===== config.mk =====
export PLATFORM = sky130hd
export DESIGN_NAME = delta_patch_instruction_expander
export DESIGN_NICKNAME = d
export VERILOG_FILES = /design/src/rtl/dpie_pkg.sv /design/src/rtl/delta_patch_instruction_expander.sv
export SDC_FILE = /design/constraint.sdc
export NUM_CORES = 2
export LEC_CHECK = 0
export BUFFER_PORTS_ARGS = -buffer_cell sky130_fd_sc_hd__buf_2
export CORE_MARGIN = 3
export CORE_UTILIZATION = 50
export CTS_CLUSTER_DIAMETER = 100
export DETAILED_ROUTE_END_ITERATION = 6
export GPL_TIMING_DRIVEN = 0
export PLACE_DENSITY = 0.66
export SLEW_MARGIN = 20
export SYNTH_ARGS = -nofsm -noshare
export SYNTH_HDL_FRONTEND = slang
export SYNTH_SLANG_ARGS = --single-unit

===== constraint.sdc =====
create_clock -name aclk -period 19 [get_ports aclk]
set_clock_uncertainty 0.05 [all_clocks]
set_input_delay 3.8 -clock aclk [delete_from_list [all_inputs] [get_ports aclk]]
set_output_delay 3.8 -clock aclk [all_outputs]
set_load 0.02 [all_outputs]

===== src/rtl/dpie_pkg.sv =====
package dpie_pkg;

    typedef logic [1:0] kind_t;

    // output kinds; also the record kinds held while parsing
    localparam kind_t KIND_COPY = 2'd0;
    localparam kind_t KIND_FILL = 2'd1;
    localparam kind_t KIND_LIT  = 2'd2;

    localparam logic [7:0] TYPE_REPEAT = 8'h52;  // 'R'
    localparam logic [7:0] TYPE_INSERT = 8'h49;  // 'I'

    // register index, paddr[2]
    localparam logic REG_TARGET_SIZE = 1'b0;
    localparam logic REG_SOURCE_SIZE = 1'b1;

endpackage


===== src/rtl/delta_patch_instruction_expander.sv =====
// Chan  Handshake                  Payload
// s_    s_valid s_ready            s_stream_byte (in)
// m_    m_valid m_ready            m_kind m_dest_addr m_src_addr m_run_length m_fill_value (out)
// apb   psel penable pwrite pready paddr pwdata prdata (config write and read)
//
// One byte word is taken per cycle while s_ready is high. The byte that completes a record
// loads stage A; clamp logic sits between stages A, B, C and the output register, and a
// result passes through them in that order. Config is sampled when a record completes.
// aresetn is synchronous; it clears the parser, the size registers and all valids.
// A stall on m_ready backs up through the stages to s_ready.
module delta_patch_instruction_expander #(
    parameter int ADDR_BITS   = 32,
    parameter int FIELD_BYTES = 8
) (
    input  logic        aclk,
    input  logic        aresetn,

    input  logic        s_valid,
    output logic        s_ready,
    input  logic [7:0]  s_stream_byte,

    output logic        m_valid,
    input  logic        m_ready,
    output logic [1:0]  m_kind,
    output logic [31:0] m_dest_addr,
    output logic [31:0] m_src_addr,
    output logic [31:0] m_run_length,
    output logic [7:0]  m_fill_value,

    input  logic        psel,
    input  logic        penable,
    input  logic        pwrite,
    input  logic [2:0]  paddr,
    input  logic [31:0] pwdata,
    output logic [31:0] prdata,
    output logic        pready
);
    import dpie_pkg::*;

    localparam int FW    = 8 * FIELD_BYTES;
    localparam int BIF_W = $clog2(FIELD_BYTES);
    localparam int SZ_W  = (ADDR_BITS < 32) ? ADDR_BITS : 32;
    localparam logic [31:0] SZ_MASK = 32'((33'd1 << SZ_W) - 33'd1);

    localparam logic [2:0] PH_TYPE  = 3'd0;
    localparam logic [2:0] PH_F1    = 3'd1;
    localparam logic [2:0] PH_F2    = 3'd2;
    localparam logic [2:0] PH_F3    = 3'd3;
    localparam logic [2:0] PH_VALUE = 3'd4;
    localparam logic [2:0] PH_LIT   = 3'd5;

    // ---------------- config ----------------
    logic [31:0] target_size_reg;
    logic [31:0] source_size_reg;
    logic        cfg_wr;

    assign pready = 1'b1;
    assign cfg_wr = psel && penable && pwrite;
    assign prdata = (paddr[2] == REG_SOURCE_SIZE) ? source_size_reg : target_size_reg;

    always_ff @(posedge aclk) begin
        if (!aresetn) begin
            target_size_reg <= '0;
            source_size_reg <= '0;
        end else if (cfg_wr) begin
            if (paddr[2] == REG_TARGET_SIZE) begin
                target_size_reg <= pwdata;
            end else begin
                source_size_reg <= pwdata;
            end
        end
    end

    // ---------------- flow control ----------------
    logic a_valid_reg, b_valid_reg, c_valid_reg, m_valid_reg;
    logic a_free, b_free, c_free, o_free;
    logic s_fire;

    assign o_free  = !m_valid_reg || m_ready;
    assign c_free  = !c_valid_reg || o_free;
    assign b_free  = !b_valid_reg || c_free;
    assign a_free  = !a_valid_reg || b_free;
    assign s_ready = a_free;
    assign s_fire  = s_valid && a_free;

    // ---------------- parser ----------------
    logic [2:0]       phase_reg, phase_next;
    kind_t            op_kind_reg, op_kind_next;
    logic [BIF_W-1:0] bif_reg, bif_next;
    logic [FW-1:0]    field_dest_reg, field_dest_next;
    logic [FW-1:0]    field_second_reg, field_second_next;
    logic [FW-1:0]    field_third_reg, field_third_next;
    logic [FW-1:0]    lit_off_reg, lit_off_next;

    logic [FW-1:0]    field_cur;
    logic [FW-1:0]    acc;
    logic [FW-1:0]    lit_off_inc;
    logic             field_done;
    logic             emit;
    kind_t            emit_kind;
    logic [FW-1:0]    emit_third;
    logic [7:0]       emit_fill;

    always_comb begin
        priority if (phase_reg == PH_F1) begin
            field_cur = field_dest_reg;
        end else if (phase_reg == PH_F2) begin
            field_cur = field_second_reg;
        end else begin
            field_cur = field_third_reg;
        end
    end

    assign acc         = field_cur | (FW'(s_stream_byte) << {bif_reg, 3'b000});
    assign field_done  = (bif_reg == BIF_W'(FIELD_BYTES - 1));
    assign lit_off_inc = lit_off_reg + FW'(1);

    always_comb begin
        phase_next        = phase_reg;
        op_kind_next      = op_kind_reg;
        bif_next          = bif_reg;
        field_dest_next   = field_dest_reg;
        field_second_next = field_second_reg;
        field_third_next  = field_third_reg;
        lit_off_next      = lit_off_reg;
        emit              = 1'b0;
        emit_kind         = KIND_COPY;
        emit_third        = field_third_reg;
        emit_fill         = 8'd0;

        unique case (phase_reg)
            PH_TYPE: begin
                if (s_stream_byte == TYPE_REPEAT) begin
                    op_kind_next = KIND_FILL;
                end else if (s_stream_byte == TYPE_INSERT) begin
                    op_kind_next = KIND_LIT;
                end else begin
                    op_kind_next = KIND_COPY;
                end
                phase_next      = PH_F1;
                bif_next        = '0;
                field_dest_next = '0;
            end
            PH_F1, PH_F2, PH_F3: begin
                bif_next = bif_reg + BIF_W'(1);
                if (phase_reg == PH_F1) field_dest_next = acc;
                if (phase_reg == PH_F2) field_second_next = acc;
                if (phase_reg == PH_F3) field_third_next = acc;
                if (field_done) begin
                    bif_next = '0;
                    if (phase_reg == PH_F1) begin
                        phase_next        = PH_F2;
                        field_second_next = '0;
                    end else if (phase_reg == PH_F2) begin
                        if (op_kind_reg == KIND_COPY) begin
                            phase_next       = PH_F3;
                            field_third_next = '0;
                        end else if (op_kind_reg == KIND_FILL) begin
                            phase_next = PH_VALUE;
                        end else begin
                            lit_off_next = '0;
                            phase_next   = (acc == '0) ? PH_TYPE : PH_LIT;
                        end
                    end else begin
                        phase_next = PH_TYPE;
                        emit       = 1'b1;
                        emit_kind  = KIND_COPY;
                        emit_third = acc;
                    end
                end
            end
            PH_VALUE: begin
                phase_next = PH_TYPE;
                emit       = 1'b1;
                emit_kind  = KIND_FILL;
                emit_fill  = s_stream_byte;
            end
            PH_LIT: begin
                lit_off_next = lit_off_inc;
                if (lit_off_inc >= field_second_reg) phase_next = PH_TYPE;
                emit      = 1'b1;
                emit_kind = KIND_LIT;
                emit_fill = s_stream_byte;
            end
            default: begin
                phase_next = PH_TYPE;
            end
        endcase
    end

    always_ff @(posedge aclk) begin
        if (!aresetn) begin
            phase_reg        <= PH_TYPE;
            op_kind_reg      <= KIND_COPY;
            bif_reg          <= '0;
            field_dest_reg   <= '0;
            field_second_reg <= '0;
            field_third_reg  <= '0;
            lit_off_reg      <= '0;
        end else if (s_fire) begin
            phase_reg        <= phase_next;
            op_kind_reg      <= op_kind_next;
            bif_reg          <= bif_next;
            field_dest_reg   <= field_dest_next;
            field_second_reg <= field_second_next;
            field_third_reg  <= field_third_next;
            lit_off_reg      <= lit_off_next;
        end
    end

    // ---------------- stage A: completed record ----------------
    kind_t         a_kind_reg;
    logic [FW-1:0] a_dest_reg, a_second_reg, a_third_reg, a_off_reg;
    logic [7:0]    a_fill_reg;
    logic [31:0]   a_tsz_reg, a_ssz_reg;

    always_ff @(posedge aclk) begin
        if (!aresetn) begin
            a_valid_reg <= 1'b0;
        end else if (a_free) begin
            a_valid_reg <= s_fire && emit;
        end
        if (s_fire) begin
            a_kind_reg   <= emit_kind;
            a_dest_reg   <= field_dest_reg;
            a_second_reg <= field_second_reg;
            a_third_reg  <= emit_third;
            a_off_reg    <= lit_off_reg;
            a_fill_reg   <= emit_fill;
            a_tsz_reg    <= target_size_reg & SZ_MASK;
            a_ssz_reg    <= source_size_reg & SZ_MASK;
        end
    end

    // room in target, and read end clipped to the source
    logic [31:0] a_room_t, a_lim, a_dest_w;

    always_comb begin
        a_room_t = (a_dest_reg < FW'(a_tsz_reg)) ? (a_tsz_reg - a_dest_reg[31:0]) : 32'd0;
        a_lim    = (a_third_reg < FW'(a_ssz_reg)) ? a_third_reg[31:0] : a_ssz_reg;
        a_dest_w = (a_kind_reg == KIND_LIT) ? (a_dest_reg[31:0] + a_off_reg[31:0])
                                            : a_dest_reg[31:0];
    end

    // ---------------- stage B ----------------
    kind_t         b_kind_reg;
    logic [31:0]   b_room_t_reg, b_lim_reg, b_dest_reg, b_src_reg;
    logic [FW-1:0] b_second_reg, b_off_reg;
    logic [7:0]    b_fill_reg;

    always_ff @(posedge aclk) begin
        if (!aresetn) begin
            b_valid_reg <= 1'b0;
        end else if (b_free) begin
            b_valid_reg <= a_valid_reg;
        end
        if (b_free) begin
            b_kind_reg   <= a_kind_reg;
            b_room_t_reg <= a_room_t;
            b_lim_reg    <= a_lim;
            b_dest_reg   <= a_dest_w;
            b_src_reg    <= a_second_reg[31:0];
            b_second_reg <= a_second_reg;
            b_off_reg    <= a_off_reg;
            b_fill_reg   <= a_fill_reg;
        end
    end

    logic [FW-1:0] b_room_s;
    logic          b_hit;

    always_comb begin
        if (b_kind_reg == KIND_COPY) begin
            b_room_s = (b_second_reg < FW'(b_lim_reg))
                     ? FW'(b_lim_reg - b_second_reg[31:0]) : '0;
        end else begin
            b_room_s = b_second_reg;
        end
        b_hit = (b_off_reg < FW'(b_room_t_reg));
    end

    // ---------------- stage C ----------------
    kind_t         c_kind_reg;
    logic [31:0]   c_room_t_reg, c_dest_reg, c_src_reg;
    logic [FW-1:0] c_room_s_reg;
    logic          c_hit_reg;
    logic [7:0]    c_fill_reg;

    always_ff @(posedge aclk) begin
        if (!aresetn) begin
            c_valid_reg <= 1'b0;
        end else if (c_free) begin
            c_valid_reg <= b_valid_reg;
        end
        if (c_free) begin
            c_kind_reg   <= b_kind_reg;
            c_room_t_reg <= b_room_t_reg;
            c_room_s_reg <= b_room_s;
            c_hit_reg    <= b_hit;
            c_dest_reg   <= b_dest_reg;
            c_src_reg    <= b_src_reg;
            c_fill_reg   <= b_fill_reg;
        end
    end

    logic        c_keep;
    logic [31:0] c_len;

    always_comb begin
        if (c_kind_reg == KIND_LIT) begin
            c_keep = c_hit_reg;
            c_len  = 32'd1;
        end else begin
            // zero-length runs are dropped here
            c_keep = (c_room_t_reg != 32'd0) && (c_room_s_reg != '0);
            c_len  = (c_room_s_reg < FW'(c_room_t_reg)) ? c_room_s_reg[31:0] : c_room_t_reg;
        end
    end

    // ---------------- output register ----------------
    kind_t       m_kind_reg;
    logic [31:0] m_dest_reg, m_src_reg, m_len_reg;
    logic [7:0]  m_fill_reg;

    always_ff @(posedge aclk) begin
        if (!aresetn) begin
            m_valid_reg <= 1'b0;
        end else if (o_free) begin
            m_valid_reg <= c_valid_reg && c_keep;
        end
        if (o_free) begin
            m_kind_reg <= c_kind_reg;
            m_dest_reg <= c_dest_reg;
            m_src_reg  <= (c_kind_reg == KIND_COPY) ? c_src_reg : 32'd0;
            m_len_reg  <= c_len;
            m_fill_reg <= (c_kind_reg == KIND_COPY) ? 8'd0 : c_fill_reg;
        end
    end

    assign m_valid      = m_valid_reg;
    assign m_kind       = m_kind_reg;
    assign m_dest_addr  = m_dest_reg;
    assign m_src_addr   = m_src_reg;
    assign m_run_length = m_len_reg;
    assign m_fill_value = m_fill_reg;

`ifndef SYNTHESIS
    a_lit_phase_op: assert property (@(posedge aclk) disable iff (!aresetn)
        phase_reg == PH_LIT |-> op_kind_reg == KIND_LIT)
        else $error("literal phase outside an insert record");

    a_bif_in_field: assert property (@(posedge aclk) disable iff (!aresetn)
        bif_reg != '0 |-> (phase_reg == PH_F1 || phase_reg == PH_F2 || phase_reg == PH_F3))
        else $error("byte count set outside a field");

    a_no_zero_run: assert property (@(posedge aclk) disable iff (!aresetn)
        m_valid |-> m_run_length != 32'd0)
        else $error("zero-length result");

    a_lit_len: assert property (@(posedge aclk) disable iff (!aresetn)
        m_valid && m_kind == KIND_LIT |-> m_run_length == 32'd1 && m_src_addr == 32'd0)
        else $error("literal result malformed");
`endif

endmodule

==> results.yml <==
floorplan:
  die_height_um: 339
  fp-row-count: 121
  design.die.area_um2: 115000
  ioPinCount: 191
  core_area_um2: 110000
  die_w_um: 339
  start_util_pct: 50.7
yosys:
  synth_compound_area_share_pct: 15.0
  synth-xor-area-share_pct: 2.20
  cell_count_after_synthesis: 4914
  synth_ff_type: "sky130_fd_sc_hd__edfxtp_1"
  area_fraction_in_and_or_nand_and_nor_cells_after_synthesis_pct: 11.2
  synth_commonest_cells: "841 x sky130_fd_sc_hd__edfxtp_1, 413 x sky130_fd_sc_hd__nand2_1, 388 x sky130_fd_sc_hd__o21ai_0, 365 x sky130_fd_sc_hd__a21oi_1, 332 x sky130_fd_sc_hd__dfxtp_1"
  main_combinational_cell_family_by_area_after_synthesis: "compound AO/OA/AOI/OAI gates"
  most_frequent_cell_after_synthesis: "sky130_fd_sc_hd__edfxtp_1"
  total_of_warnings_raised_by_yosys: 0
  yosysTopAreaCell: "sky130_fd_sc_hd__edfxtp_1"
  yosys.area.top_type_share_pct: 45.5
  yosys.cell_types.count: 88
  post_synth_instance_area_um2: 55600
  synth_enable_flop_cells: 841
  synth_async_sr_flop_share_pct: 0
  synth_seq_cells: 1173
  mean_syn_cell_area_um2: 11.3
  synth_fa_ha_area_share_pct: 7.27
  ys_seq_area_share_pct: 57.4
  syn-num-nets: 5285
  yosys-mux-area-fraction_pct: 2.86
  synth.top_cells.by_area: "sky130_fd_sc_hd__edfxtp_1 45%, sky130_fd_sc_hd__dfxtp_1 12%, sky130_fd_sc_hd__ha_1 7.2%"
cts:
  ctsHtreeMaxLevel: 3
  cts-buffers-inserted: 120
  clock-sinks: 1173
  ctsRootBufferMaster: "sky130_fd_sc_hd__clkbuf_16"
  post-cts-setup-buffer-count: 0
  worst_setup_hold_path_clk_slew_ps: 60
  cts_resized: 0
  ctsLongestPathBuffers: 3
  tritoncts_clock_tree: "built"
  post_cts_hold_buffer_count: 0
  clk-insertion-delay-late_ps: 750
sta:
  tightest_slew_ps: 1180
  slew_headroom_pct: 20.2
  layout_worst_path_cycle_share_pct: 49.5
  postLayoutSetupSlackWorst_ps: 9590
  timing_max_transition_violations_final: 0
  final.hold.worst_slack_ps: 338
  period_needed_ps: 9410
  grt_setup_unrepaired: "no"
  timing.setup.tns_ps: 0
  final_number_of_setup_violating_endpoints: 0
  achievable-frequency_mhz: 106
  final-hold-violation-count: 0
placement:
  place.port_buffers: 182
  post-place-ws_ps: 9590
  detailedPlacementHpwl_um: 143000
  gpl.final_weighted_congestion: 1.08
routing:
  drt_pre_antenna_iters: 7
  detailedRoute.firstIterationViolations: 4895
  final_antenna_net_count: 0
  vias_per_instance: 6.01
  wirelength_um: 185000
  remaining_drc_errors: 7
  wl_per_cell_um: 27.2
  via_count: 41000
power:
  power.clock.fraction_pct: 41.3
  power_switching_share_pct: 25.5
  vdd_ir_drop_max_mv: 0.0812
  switching_power_mw: 1.54
  power.share.combinational_pct: 9.8
  power.internal_mw: 4.50
  power-per-cell-area_nw_per_um2: 96.0
  sequential_power_share_pct: 49.0
  power.static_leakage_nw: 25.2
critical_path:
  critPathBufInv: 3
  crit_end_category: "output pin"
  cpPeakStageDelay_ps: 670
  cp_cell_sequence: "clkbuf_1 > clkbuf_1 > mux2_2 > buf_2"
  type_of_origin_of_the_critical_path: "primary input"
  critical_path.top_delay_family: "buffers and inverters"
  cp_data_arrival_time_ps: 5560
  critical-path-slowest-cell: "sky130_fd_sc_hd__clkbuf_1"
  critPathMaxFanout: 10
  rr_startpoint: "lit_off_reg[0]"
  cp.required_ps: 15150
  cp-startpoint: "paddr[2]"
  setup.worst_path.class: "primary input to output pin"
  crit_path_frequent_cell: "sky130_fd_sc_hd__clkbuf_1"
outcome:
  result_of_the_run: "finished, violations left"
  violations: "design-rule violations"
job:
  cap_viol_max_count: 0
cells_and_area:
  areaGrowthSynthToFinish_pct: 13.2
  fillCellCount: 9274
  nets: 5603
  post_route_cells_drive_above_1_share_pct: 11.4
global_route:
  grt_pass1_wl_um: 265000
  grt_max_degree: 107
  grt.overflow.total: 0
  overall_fraction_of_global_route_tracks_in_use_pct: 31.5
  first_global_vias: 38400
  number_of_antenna_violations_at_the_first_check_in_global_routing: 8
worst_hold_path:
  start_point_of_the_worst_hold_path: "a_second_reg[44]"
  hold_path.class: "register to register"
## stage by stage
stage	utilization, %	cells	power (mW)	area (µm²)
after global routing	57.4	6816	6.22	62900
after global placement	53.2	6572	3.58	58300
after CTS	57.4	6815	6.05	62900
after detailed placement	53.5	6585	3.57	58700
final	57.4	6821	6.03	62900
after floorplan	-	4914	3.32	55600
## worst reg2reg max path: stages (launching register included)
cell                       delay [ps]
sky130_fd_sc_hd__dfxtp_1          490
sky130_fd_sc_hd__ha_1             310
sky130_fd_sc_hd__and4_1           260
sky130_fd_sc_hd__nand4_1          310
sky130_fd_sc_hd__nand2b_1         380
sky130_fd_sc_hd__nor2_4           250
sky130_fd_sc_hd__nand3_1          220
sky130_fd_sc_hd__nor3_1           520
sky130_fd_sc_hd__nand4_1          250
sky130_fd_sc_hd__xnor2_1          230
sky130_fd_sc_hd__ha_1             270
sky130_fd_sc_hd__a21o_1           160
sky130_fd_sc_hd__a221o_1          360
sky130_fd_sc_hd__a21oi_1          330
sky130_fd_sc_hd__o41ai_1          210
sky130_fd_sc_hd__and3_1           220
sky130_fd_sc_hd__clkbuf_1         150
sky130_fd_sc_hd__o21ai_0          160
sky130_fd_sc_hd__a21oi_1           60
## final cells by class
class / count / area [µm²] / share of cell area [%]
Timing Repair Buffer: 196 / 1230 / 1.96
Antenna cell: 5 / 12.5 / 0.0199
Clock buffer: 169 / 3340 / 5.31
Clock inverter: 61 / 837 / 1.33
Multi-Input combinational cell: 3165 / 21500 / 34.1
Inverter: 322 / 1220 / 1.94
Buffer: 254 / 1040 / 1.66
Sequential cell: 1173 / 31900 / 50.7
Tap cell: 1476 / 1850 / 2.94
## path summary, 6_finish.rpt
check | to | slack [ps] | depth (start not counted)
setup / recovery | prdata[19] | 9590 | 4
hold reg to reg | b_second_reg[44] | 340 | 0
hold / removal | b_second_reg[44] | 340 | 0
setup reg to reg | phase_reg[0] | 13690 | 18
## layer usage
metal / vias to the layer above / global-route usage [%] / share of wire, % / wire length, µm
met5: - / 0 / 0.025 / 46
met1: 19900 / 42.7 / 41 / 75200
met4: 6 / 19.7 / 7.2 / 13400
li1: 18600 / - / - / -
met3: 474 / 5.14 / 8.8 / 16300
met2: 2025 / 47.5 / 43 / 80500
## cell usage in the layout (no fill, tap or decap), types with 36 or more instances in the layout
master	Yosys	routed
sky130_fd_sc_hd__mux2_2	112	112
sky130_fd_sc_hd__xnor2_1	85	85
sky130_fd_sc_hd__a21o_1	127	127
sky130_fd_sc_hd__and2_1	59	59
sky130_fd_sc_hd__nor3_1	66	66
sky130_fd_sc_hd__clkbuf_16	0	122
sky130_fd_sc_hd__a21boi_0	126	126
sky130_fd_sc_hd__nand2_1	413	412
sky130_fd_sc_hd__buf_2	34	217
sky130_fd_sc_hd__o21ai_0	388	387
sky130_fd_sc_hd__nand4_1	67	67
sky130_fd_sc_hd__nand2b_1	36	36
sky130_fd_sc_hd__nor2b_1	160	160
sky130_fd_sc_hd__edfxtp_1	841	841
sky130_fd_sc_hd__ha_1	318	318
sky130_fd_sc_hd__nor4_1	71	70
sky130_fd_sc_hd__a21oi_1	365	365
sky130_fd_sc_hd__inv_1	321	319
sky130_fd_sc_hd__a22oi_1	38	38
sky130_fd_sc_hd__nor2_1	169	166
sky130_fd_sc_hd__clkbuf_1	197	232
sky130_fd_sc_hd__xor2_1	53	53
sky130_fd_sc_hd__nand3_1	96	95
sky130_fd_sc_hd__dfxtp_1	332	332
## cells by family after synthesis
logic type,after synthesis
AOI/OAI and AO/OA,1320
and+or+nand+nor,1239
xor gates and xnor gates,139
DFF,1173
other,1
adders and majority gates,321
muxes,145
buffers and inverters,576
## power groups by stage
| stage | clock, mW | combinational [mW] | sequential [mW] |
|---|---|---|---|
| after global placement | 0 | 0.557 | 3.02 |
| after detailed placement | 0 | 0.566 | 3.01 |
| after global routing | 2.63 | 0.630 | 2.96 |
| final | 2.49 | 0.589 | 2.95 |
| after CTS | 2.53 | 0.570 | 2.95 |
| after floorplan | 0 | 0.358 | 2.96 |
Note: power is estimated with default switching activity, not from simulation.
